`src/scr_pkg.sv`:
```
// Shared types and constants for the serial chunk receiver.
// No dependencies; imported by every module of the block.
`timescale 1ns / 1ps

package scr_pkg;

    // Field and counter widths
    localparam int CNT_W     = 20;
    localparam int LEN_W     = 5;
    localparam int BYTE_W    = 8;
    localparam int BIT_IDX_W = 3;
    localparam int CFG_IDX_W = 2;

    // Result queue geometry
    localparam int Q_DEPTH = 4;
    localparam int Q_PTR_W = 2;
    localparam int Q_CNT_W = 3;

    // floor(d / 3) = (d * THIRD_MUL) >> THIRD_SHIFT, exact for d below 2**21
    localparam int                 THIRD_SHIFT = 22;
    localparam logic [CNT_W:0]     THIRD_MUL   = 21'd1398102;
    localparam int                 PROD_W      = 2 * CNT_W + 1;

    // Register reset values
    localparam logic [CNT_W-1:0] BIT_PERIOD_RST   = 20'd33333;
    localparam logic             CHUNK_MODE_RST   = 1'b1;
    localparam logic             ACTIVE_LEVEL_RST = 1'b0;

    typedef enum logic [2:0] {
        PH_IDLE    = 3'd0,
        PH_START_A = 3'd1,
        PH_START_B = 3'd2,
        PH_LEN     = 3'd3,
        PH_BYTE    = 3'd4,
        PH_STOP_A  = 3'd5,
        PH_STOP_B  = 3'd6
    } t_phase;

    typedef enum logic [CFG_IDX_W-1:0] {
        REG_BIT_PERIOD   = 2'd0,
        REG_CHUNK_MODE   = 2'd1,
        REG_ACTIVE_LEVEL = 2'd2
    } t_reg_idx;

    typedef struct packed {
        logic [CNT_W-1:0] bit_period;
        logic             chunk_mode;
        logic             active_level;
    } t_cfg;

    typedef struct packed {
        logic              last_in_frame;
        logic [LEN_W-1:0]  frame_length;
        logic [BYTE_W-1:0] data_byte;
    } t_result;

endpackage

```
`src/scr_front.sv`:
```
// Front end: line sampler and frame state machine, one tick per accepted beat.
// Depends on scr_pkg.
`timescale 1ns / 1ps

module scr_front import scr_pkg::*; (
    input  logic    i_clk,
    input  logic    i_rst_n,
    input  logic    i_tick,        // a line sample beat is taken this cycle
    input  logic    i_line,
    input  t_cfg    i_cfg,
    output logic    o_res_valid,
    output t_result o_res
);

    t_phase               r_phase, n_phase;
    logic [CNT_W-1:0]     r_tick, n_tick;
    logic [BIT_IDX_W-1:0] r_bit_idx, n_bit_idx;
    logic [BYTE_W-1:0]    r_shift, n_shift;
    logic [LEN_W-1:0]     r_len, n_len;
    logic [LEN_W-1:0]     r_left, n_left;
    logic [CNT_W-1:0]     r_third, r_half;

    logic [CNT_W-1:0]     d_eff;
    logic [PROD_W-1:0]    third_prod;
    logic [CNT_W-1:0]     tick_inc;
    logic                 bit_val;
    logic                 hit_period, hit_third, hit_half;
    logic                 third_zero, half_zero;
    logic                 is_start, seg_end, do_sample, samp_len;
    logic [BIT_IDX_W-1:0] idx;
    logic [LEN_W-1:0]     len_new, left_dec;
    logic [BYTE_W-1:0]    shift_new;
    logic                 len_last, byte_last;
    t_phase               samp_phase;

    // Effective period and its third and half, registered off the config
    assign d_eff      = (i_cfg.bit_period == '0) ? CNT_W'(1) : i_cfg.bit_period;
    assign third_prod = PROD_W'(d_eff) * PROD_W'(THIRD_MUL);

    always_ff @(posedge i_clk) begin
        r_third <= CNT_W'(third_prod[PROD_W-1:THIRD_SHIFT]);
        r_half  <= d_eff >> 1;
    end

    // Segment timing, counter saturates at full scale
    assign tick_inc   = (r_tick == '1) ? r_tick : r_tick + CNT_W'(1);
    assign hit_period = (tick_inc >= d_eff);
    assign hit_third  = (tick_inc >= r_third);
    assign hit_half   = (tick_inc >= r_half);
    assign third_zero = (r_third == '0);
    assign half_zero  = (r_half == '0);
    assign bit_val    = (i_line == i_cfg.active_level);

    always_comb begin
        seg_end = 1'b0;
        case (r_phase) inside
            PH_START_A, PH_LEN, PH_BYTE, PH_STOP_A: seg_end = hit_period;
            PH_START_B: seg_end = hit_third;
            PH_STOP_B:  seg_end = hit_half;
            default:    seg_end = 1'b0;
        endcase
    end

    // Sample decode; the first sample after the start wait picks length or byte
    assign is_start  = (r_phase == PH_START_A) || (r_phase == PH_START_B);
    assign do_sample = ((r_phase == PH_START_A) && hit_period && third_zero) ||
                       ((r_phase == PH_START_B) && hit_third) ||
                       (((r_phase == PH_LEN) || (r_phase == PH_BYTE)) && hit_period);
    assign samp_len  = is_start ? (r_left == '0) : (r_phase == PH_LEN);
    assign idx       = is_start ? '0 : r_bit_idx;
    assign len_new   = r_len | (LEN_W'(bit_val) << idx);
    assign shift_new = r_shift | (BYTE_W'(bit_val) << idx);
    assign len_last  = (32'(idx) >= LEN_W - 1);
    assign byte_last = (idx == '1);
    assign left_dec  = r_left - LEN_W'(1);

    always_comb begin
        if (samp_len) begin
            if (!len_last)
                samp_phase = PH_LEN;
            else if (len_new == '0)
                samp_phase = PH_STOP_A;
            else
                samp_phase = PH_BYTE;
        end else begin
            if (byte_last && (left_dec == '0))
                samp_phase = PH_STOP_A;
            else
                samp_phase = PH_BYTE;
        end
    end

    // Next state
    always_comb begin
        n_phase = r_phase;
        if (i_tick) begin
            unique case (r_phase) inside
                PH_IDLE: begin
                    if (bit_val) n_phase = PH_START_A;
                end
                PH_START_A: begin
                    if (hit_period) n_phase = third_zero ? samp_phase : PH_START_B;
                end
                PH_START_B: begin
                    if (hit_third) n_phase = samp_phase;
                end
                PH_LEN, PH_BYTE: begin
                    if (hit_period) n_phase = samp_phase;
                end
                PH_STOP_A: begin
                    if (hit_period) n_phase = half_zero ? PH_IDLE : PH_STOP_B;
                end
                PH_STOP_B: begin
                    if (hit_half) n_phase = PH_IDLE;
                end
                default: n_phase = PH_IDLE;
            endcase
        end
    end

    // Datapath and result outputs
    always_comb begin
        n_tick      = r_tick;
        n_bit_idx   = r_bit_idx;
        n_shift     = r_shift;
        n_len       = r_len;
        n_left      = r_left;
        o_res_valid = 1'b0;
        o_res.data_byte     = shift_new;
        o_res.frame_length  = r_len;
        o_res.last_in_frame = (r_left <= LEN_W'(1));
        if (i_tick) begin
            if (r_phase == PH_IDLE) begin
                if (bit_val) begin
                    n_tick    = '0;
                    n_bit_idx = '0;
                    n_shift   = '0;
                    n_len     = i_cfg.chunk_mode ? '0 : LEN_W'(1);
                    n_left    = i_cfg.chunk_mode ? '0 : LEN_W'(1);
                end
            end else begin
                n_tick = seg_end ? '0 : tick_inc;
                if (!seg_end && !is_start && (r_phase != PH_LEN) && (r_phase != PH_BYTE)
                    && (r_phase != PH_STOP_A) && (r_phase != PH_STOP_B))
                    n_tick = '0;
                if (do_sample) begin
                    if (samp_len) begin
                        n_len = len_new;
                        if (len_last) begin
                            n_bit_idx = '0;
                            n_shift   = '0;
                            if (len_new != '0) n_left = len_new;
                        end else begin
                            n_bit_idx = idx + BIT_IDX_W'(1);
                        end
                    end else if (byte_last) begin
                        o_res_valid = 1'b1;
                        n_left      = left_dec;
                        n_bit_idx   = '0;
                        n_shift     = '0;
                    end else begin
                        n_shift   = shift_new;
                        n_bit_idx = idx + BIT_IDX_W'(1);
                    end
                end
            end
        end
    end

    always_ff @(posedge i_clk) begin
        if (!i_rst_n) begin
            r_phase   <= PH_IDLE;
            r_tick    <= '0;
            r_bit_idx <= '0;
            r_shift   <= '0;
            r_len     <= '0;
            r_left    <= '0;
        end else begin
            r_phase   <= n_phase;
            r_tick    <= n_tick;
            r_bit_idx <= n_bit_idx;
            r_shift   <= n_shift;
            r_len     <= n_len;
            r_left    <= n_left;
        end
    end

endmodule

```
`src/scr_queue.sv`:
```
// Small result queue between the frame front end and the output stage.
// Depends on scr_pkg.
`timescale 1ns / 1ps

module scr_queue import scr_pkg::*; (
    input  logic               i_clk,
    input  logic               i_rst_n,
    input  logic               i_push,
    input  t_result            i_din,
    input  logic               i_pop,
    output t_result            o_dout,
    output logic               o_valid,
    output logic               o_full,
    output logic [Q_CNT_W-1:0] o_count
);

    t_result              r_mem [Q_DEPTH];
    logic [Q_PTR_W-1:0]   r_wptr, n_wptr;
    logic [Q_PTR_W-1:0]   r_rptr, n_rptr;
    logic [Q_CNT_W-1:0]   r_count, n_count;
    logic                 do_push, do_pop;

    assign do_push = i_push && !o_full;
    assign do_pop  = i_pop && o_valid;

    // Pointer and fill bookkeeping
    always_comb begin
        n_wptr  = do_push ? r_wptr + Q_PTR_W'(1) : r_wptr;
        n_rptr  = do_pop ? r_rptr + Q_PTR_W'(1) : r_rptr;
        n_count = r_count + Q_CNT_W'(do_push) - Q_CNT_W'(do_pop);
    end

    always_ff @(posedge i_clk) begin
        if (!i_rst_n) begin
            r_wptr  <= '0;
            r_rptr  <= '0;
            r_count <= '0;
        end else begin
            r_wptr  <= n_wptr;
            r_rptr  <= n_rptr;
            r_count <= n_count;
        end
    end

    // Entry storage
    always_ff @(posedge i_clk) begin
        if (do_push) r_mem[r_wptr] <= i_din;
    end

    assign o_dout  = r_mem[r_rptr];
    assign o_valid = (r_count != '0);
    assign o_full  = (r_count == Q_CNT_W'(Q_DEPTH));
    assign o_count = r_count;

endmodule

```
`src/scr_back.sv`:
```
// Back end: output register driving the master stream port.
// Depends on scr_pkg.
`timescale 1ns / 1ps

module scr_back import scr_pkg::*; (
    input  logic    i_clk,
    input  logic    i_rst_n,
    input  logic    i_q_valid,
    input  t_result i_q_data,
    output logic    o_q_pop,
    input  logic    i_ready,
    output logic    o_valid,
    output t_result o_data
);

    logic    r_valid, n_valid;
    t_result r_data;

    // Load a new beat when the register is empty or being drained
    assign o_q_pop = i_q_valid && (!r_valid || i_ready);

    always_comb begin
        n_valid = r_valid;
        if (o_q_pop)
            n_valid = 1'b1;
        else if (i_ready)
            n_valid = 1'b0;
    end

    always_ff @(posedge i_clk) begin
        if (!i_rst_n) r_valid <= 1'b0;
        else          r_valid <= n_valid;
    end

    always_ff @(posedge i_clk) begin
        if (o_q_pop) r_data <= i_q_data;
    end

    assign o_valid = r_valid;
    assign o_data  = r_data;

endmodule

```
`src/serial_chunk_receiver_core.sv`:
```
// Top level of the serial chunk receiver: config registers, front end, queue, output stage.
// Depends on scr_pkg, scr_front, scr_queue, scr_back.
//
//   port group  dir  payload
//   s_*         in   tdata[0] line_level, tdata[7:1] zero
//   m_*         out  tdata[7:0] data_byte, tdata[12:8] frame_length; tlast last_in_frame
//   i_cfg_*     in   index 0 bit_period, 1 chunk_mode, 2 active_level
//
// One line sample beat is taken every cycle in which s_tvalid and s_tready are both high;
// a received byte reaches m_tvalid through the queue, then the output register.
// s_tready falls only when the four-entry result queue is full, i.e. after
// m_tready has been held low across several bytes.
// Reset is synchronous and active low; config returns to its reset values.
`timescale 1ns / 1ps

module serial_chunk_receiver_core import scr_pkg::*; (
    input  logic                 i_clk,
    input  logic                 i_rst_n,
    input  logic                 s_tvalid,
    output logic                 s_tready,
    input  logic [7:0]           s_tdata,      // [0] line_level
    output logic                 m_tvalid,
    input  logic                 m_tready,
    output logic [15:0]          m_tdata,      // [7:0] data_byte, [12:8] frame_length
    output logic                 m_tlast,      // last_in_frame
    input  logic                 i_cfg_we,
    input  logic [CFG_IDX_W-1:0] i_cfg_index,
    input  logic [CNT_W-1:0]     i_cfg_data
);

    t_cfg               r_cfg;
    logic               tick;
    logic               res_valid;
    t_result            res;
    t_result            q_dout;
    logic               q_valid, q_full, q_pop;
    logic [Q_CNT_W-1:0] q_count;
    t_result            out_data;

    // Configuration registers
    always_ff @(posedge i_clk) begin
        if (!i_rst_n) begin
            r_cfg.bit_period   <= BIT_PERIOD_RST;
            r_cfg.chunk_mode   <= CHUNK_MODE_RST;
            r_cfg.active_level <= ACTIVE_LEVEL_RST;
        end else if (i_cfg_we) begin
            unique case (i_cfg_index)
                REG_BIT_PERIOD:   r_cfg.bit_period   <= i_cfg_data;
                REG_CHUNK_MODE:   r_cfg.chunk_mode   <= i_cfg_data[0];
                REG_ACTIVE_LEVEL: r_cfg.active_level <= i_cfg_data[0];
                default: ;
            endcase
        end
    end

    assign s_tready = !q_full;
    assign tick     = s_tvalid && s_tready;

    scr_front u_front (
        .i_clk       (i_clk),
        .i_rst_n     (i_rst_n),
        .i_tick      (tick),
        .i_line      (s_tdata[0]),
        .i_cfg       (r_cfg),
        .o_res_valid (res_valid),
        .o_res       (res)
    );

    scr_queue u_queue (
        .i_clk   (i_clk),
        .i_rst_n (i_rst_n),
        .i_push  (res_valid),
        .i_din   (res),
        .i_pop   (q_pop),
        .o_dout  (q_dout),
        .o_valid (q_valid),
        .o_full  (q_full),
        .o_count (q_count)
    );

    scr_back u_back (
        .i_clk     (i_clk),
        .i_rst_n   (i_rst_n),
        .i_q_valid (q_valid),
        .i_q_data  (q_dout),
        .o_q_pop   (q_pop),
        .i_ready   (m_tready),
        .o_valid   (m_tvalid),
        .o_data    (out_data)
    );

    assign m_tdata = {3'b000, out_data.frame_length, out_data.data_byte};
    assign m_tlast = out_data.last_in_frame;

    // A finished byte must always find room in the queue
    a_push_not_full: assert property (@(posedge i_clk) disable iff (!i_rst_n)
        res_valid |-> !q_full)
        else $error("result produced while queue full");

    // Fill count stays within depth
    a_count_bound: assert property (@(posedge i_clk) disable iff (!i_rst_n)
        q_count <= Q_CNT_W'(Q_DEPTH))
        else $error("queue count out of range");

    // Output beat is presented in the cycle after a queue pop
    a_pop_shows: assert property (@(posedge i_clk) disable iff (!i_rst_n)
        q_pop |=> m_tvalid)
        else $error("popped result not presented");

endmodule
```
`config.mk`:
```
export PLATFORM = sky130hd
export DESIGN_NAME = serial_chunk_receiver_core
export DESIGN_NICKNAME = d
export VERILOG_FILES = /design/src/scr_pkg.sv /design/src/scr_front.sv /design/src/scr_queue.sv /design/src/scr_back.sv /design/src/serial_chunk_receiver_core.sv
export SDC_FILE = /design/constraint.sdc
export NUM_CORES = 1
export LEC_CHECK = 0
export BUFFER_PORTS_ARGS = -buffer_cell sky130_fd_sc_hd__buf_2
export CORE_ASPECT_RATIO = 0.5
export CORE_UTILIZATION = 59
export CTS_BUF_LIST = sky130_fd_sc_hd__clkbuf_4
export CTS_CLUSTER_DIAMETER = 200
export CTS_CLUSTER_SIZE = 20
export DETAILED_ROUTE_END_ITERATION = 8
export PLACE_DENSITY = 0.79
export SYNTH_ARGS = -nofsm -noshare
export SYNTH_HDL_FRONTEND = slang
export SYNTH_SLANG_ARGS = --single-unit
export TNS_END_PERCENT = 100
```
`constraint.sdc`:
```
create_clock -name i_clk -period 6.5 [get_ports i_clk]
set_clock_uncertainty 0.05 [all_clocks]
set_input_delay 1.3 -clock i_clk [delete_from_list [all_inputs] [get_ports i_clk]]
set_output_delay 1.3 -clock i_clk [all_outputs]
set_load 0.01 [all_outputs]
```
==> impl_summary.md <==
Routing
The count of antenna-violating nets left after detailed routing is 0. After detailed routing, the number of vias per cell comes to 5.82. The average wire per standard cell is ~19 µm. The first routing iteration left between 800 and 900 violations. Summed over all layers, the routed wires come to 38,000 µm. The post-route DRC violation count is 4.

The length of the first detailed-routing pass in iterations is 7. The total via count in the routed design is 11,600.

Clocking
The H-tree was split into 4 levels. The TritonCTS clock tree is done. The clock latency on the worst-skew pair is 610 ps.

The number of buffers created by CTS is 17. The number of buffers added to fix hold violations after cts is 0. The clock input transition at the sequential cells of the worst setup and hold paths is 170 ps. The root buffer cell chosen for the clock tree is sky130_fd_sc_hd__clkbuf_4. The TritonCTS sink count is 182. The clock passes through at most 2 buffers.

Die
For this configuration, the core starts out at a cell density of 61.4%. The die outline width is between 200 and 250 µm. The core region area is roughly 26,000 µm². The die covers 27,500 µm². The number of I/O pins is between 50 and 60. The number of core rows is 41. The height of the die is 118 µm.

Power and ir drop
VDD sags by at most 0.000273 V. Summed over all nets, the switching power comes to 2.57 mW. The design internal power is 2.95 mW.

In this run the static leakage power is 8.39 nW. In this run the power density over the cells is ~320 nW/µm². Total power for the finished layout comes to 5.52 mW. Net switching is 46.5% of the power. The clock group share of total power is 10.9%. The relative contribution of sequential cells to total power is 25.6%. In this run, the combinational gates consume around 64% of the power.

STA
Adding up every negative setup slack in the final design gives 0 ps. Setup repair after global routing could not meet its margin everywhere. The final hold violation count came to 0. In the post-route analysis, the smallest setup slack over all paths is 132 ps. The number of pins with negative max-slew slack in the final report is 0. The worst slew margin relative to its limit is ~30%.

For this run, the top clock speed supported by timing is between 0.15 and 0.2 GHz. For the pin with the worst max-slew slack, the measured transition is around 1000 ps. After layout, the worst path uses between 90% and 100% of the clock period. Counting I/O delays and the setup requirement, the final critical path takes 6370 ps. The worst hold slack is roughly 450 ps.

The setup-violating endpoint count in the final report is 0.

Worst setup path
Across all register-to-register paths, the minimum setup slack is 130 ps. Among all stages on the critical path, the largest delay is contributed by sky130_fd_sc_hd__fa_1. Of all nets on the critical path, the largest fanout is 3. The worst register-to-register path begins at r_cfg[11]. In this design, the stage delay of the slowest critical-path cell is 530 ps.

The critical path start-end classification is reg2reg. STA puts the critical path data required time at around 6900 ps. The worst-case reg-to-reg path depth is 25. The worst flop-to-flop path endpoint is u_front.r_third[18]. The worst setup path is launched from a flip-flop. STA classifies the critical path endpoint as a flip-flop. The most numerous cell type found on the critical path is sky130_fd_sc_hd__fa_1. The data arrival time at the worst-slack endpoint is 6810 ps.

Global routing
The initial antenna violation count came to 0. The number of global-route vias before repair was 11,900. The first global-routing pass estimated roughly 61,000 µm of wire. The total congestion overflow after global routing is 0. The largest net degree at the start of global routing is 35. Global routing used 28.5% of the available tracks.

Yosys
The number of flops mapped to enable cells by yosys is 70. The synthesized instance count is around 1,600. After synthesis, the share of flip-flops with an asynchronous set or reset is 0%. The distinct cell type count of the synthesized netlist is 78.

After synthesis the netlist holds a flip-flop and latch count of 182. A synthesized cell averages 10.0 µm². The Yosys warning count is 0. The predominant post-synthesis flop cell is sky130_fd_sc_hd__dfxtp_1. The combined area of all synthesized cells is approximately 16,000 µm².

Summing the sequential cell areas from Yosys gives 27.5% of the chip area.

Min path
The class of the worst hold path is reg2reg. In this run the most critical hold path is launched from u_back.o_valid. The worst hold path terminates at u_back.o_valid. The number of cells traversed by the worst hold path is 2.

Place
Timing analysis after detailed placement gives a worst setup slack of -519 ps. The placed instances occupy a cell area of ~17,000 µm². Input and output buffers added on the ports amount to 43. At the end of routability-driven placement, the weighted congestion stood at 0.939. The estimated wirelength of the detail-placed design is a little over 30,000 µm. The total placed cells including tap cells is 1,964.

Final layout
The post-route non-filler standard cell count is 1,999. Once layout is complete, the utilization of the core stands at approximately two thirds. 0 antenna diodes ended up in the layout. In the final design database the tool counted 2,072 nets. Relative to the synthesized area, the layout overhead comes to 8.89%. In the final layout, the share of cells above drive strength 1 is approximately 13%. Fill cells in the final layout number 1,896. After routing the design area is 17,200 µm².

Status
The final reports fail on DRC. The flow ran to the end, but the final reports show violations.

Flow run
The total of max-cap violations is 0.
==> state kept, by name, indices dropped and copies added, names as in the netlist, 5 cells and up <==
name and flops:
u_front.r_third 19, u_front.r_shift 8, u_front.r_tick 20, r_cfg 22, u_front.r_len 5, u_front.r_half 19, u_queue.r_mem 56, u_back.o_data 14
u_front.r_left 5
==> cell families (layout without fill, tap and decap cells) <==
kind of cell / after synthesis / in the layout / synth area share, %
AO/OA/AOI/OAI: 241 / 241 / 10.7
XOR/XNOR: 43 / 43 / 2.43
adder cells (fa/ha/maj): 396 / 396 / 37.8
buffers and inverters: 360 / 434 / 8.69
flip-flops: 182 / 182 / 27.5
multiplexers: 24 / 24 / 2.64
other: 1 / 3 / 0.0237
AND/OR/NAND/NOR: 332 / 332 / 10.3
==> power groups by stage <==
stage / sequential, mW / combinational (mW) / clock, mW
final: 1.41 / 3.51 / 0.602
after global routing: 1.42 / 3.89 / 0.655
after CTS: 1.41 / 3.36 / 0.609
after detailed placement: 1.43 / 3.14 / 0
after global placement: 1.43 / 2.98 / 0
after floorplan: 1.36 / 2.23 / 0
==> placed cells by master (no fill, tap or decap), types with 10 or more instances in the layout <==
master / synthesis / final
sky130_fd_sc_hd__a21oi_1: 62 / 59
sky130_fd_sc_hd__nand4_1: 20 / 20
sky130_fd_sc_hd__nor2_1: 76 / 75
sky130_fd_sc_hd__and2_1: 16 / 16
sky130_fd_sc_hd__or2_2: 10 / 10
sky130_fd_sc_hd__xnor2_1: 21 / 21
sky130_fd_sc_hd__xor2_1: 21 / 19
sky130_fd_sc_hd__a32oi_1: 14 / 14
sky130_fd_sc_hd__dfxtp_1: 112 / 110
sky130_fd_sc_hd__ha_1: 258 / 248
sky130_fd_sc_hd__mux4_2: 14 / 14
sky130_fd_sc_hd__ha_4: 0 / 10
sky130_fd_sc_hd__edfxtp_1: 70 / 70
sky130_fd_sc_hd__and3_1: 10 / 10
sky130_fd_sc_hd__inv_1: 306 / 305
sky130_fd_sc_hd__buf_4: 4 / 52
sky130_fd_sc_hd__o21ai_0: 27 / 25
sky130_fd_sc_hd__nand2_1: 103 / 103
sky130_fd_sc_hd__fa_1: 137 / 137
sky130_fd_sc_hd__nand3_1: 23 / 21
sky130_fd_sc_hd__buf_2: 7 / 43
sky130_fd_sc_hd__nor4_1: 17 / 14
sky130_fd_sc_hd__o211ai_1: 18 / 18
sky130_fd_sc_hd__a21o_1: 30 / 30
sky130_fd_sc_hd__clkbuf_4: 0 / 18
sky130_fd_sc_hd__nor3_1: 16 / 16
==> worst max-delay path by stage <==
| stage | start | end | slack (ps) | cells after the start |
|---|---|---|---|---|
| detailed placement | r_cfg[3] | u_front.r_third[15] | -520 | 24 |
| global route | r_cfg[11] | u_front.r_third[12] | -100 | 25 |
| global placement | r_cfg[3] | u_front.r_third[18] | -310 | 24 |
| finish | r_cfg[11] | u_front.r_third[18] | 130 | 25 |
| floorplan | r_cfg[3] | u_front.r_third[18] | 60 | 22 |
| CTS | r_cfg[11] | u_front.r_third[18] | 10 | 24 |
==> area by class of cell <==
cell class	instances	area [µm²]	area share (%)
well taps	344	430	2.50
flip-flops and latches	182	4350	25.2
clock inverters	14	113	0.654
clock buffers	18	135	0.784
repair buffers	96	617	3.58
inverters	306	1150	6.67
multi-input cells	1039	10400	60.6
==> metal layers <==
metal,vias up,GRT usage (%),wire length [µm]
met5,-,0,0
met2,401,47.6,18200
met4,0,6.17,769
met1,5702,39.2,16500
li1,5468,-,-
met3,60,3.90,2580
==> synth_stat cells (21+ instances only) <==
cell                       count  area, µm²
sky130_fd_sc_hd__clkbuf_1     40        150
sky130_fd_sc_hd__dfxtp_1     112       2240
sky130_fd_sc_hd__a21o_1       30        225
sky130_fd_sc_hd__inv_1       306       1150
sky130_fd_sc_hd__a21oi_1      62        310
sky130_fd_sc_hd__ha_1        258       3230
sky130_fd_sc_hd__edfxtp_1     70       2100
sky130_fd_sc_hd__nor2_1       76        285
sky130_fd_sc_hd__xnor2_1      21        184
sky130_fd_sc_hd__nand3_1      23        115
sky130_fd_sc_hd__o21ai_0      27        135
sky130_fd_sc_hd__nand2_1     103        387
sky130_fd_sc_hd__fa_1        137       2740
sky130_fd_sc_hd__xor2_1       21        184
==> timing repair <==
item,CTS,global route
gates resized for setup,26,19
endpoints found under the setup margin,14,11
buffers inserted,2,1
cloned,0,0
pin swaps,26,10
==> worst max-delay path, delay by kind of cell, from the launching register on <==
family / cells / cell delay, ps
DFF: 1 / 370
AOI/OAI and AO/OA: 7 / 1300
xor gates and xnor gates: 1 / 140
adders and majority gates: 8 / 2920
buffers and inverters: 4 / 470
and+or+nand+nor: 5 / 980
(Power assumes the default switching activity.)
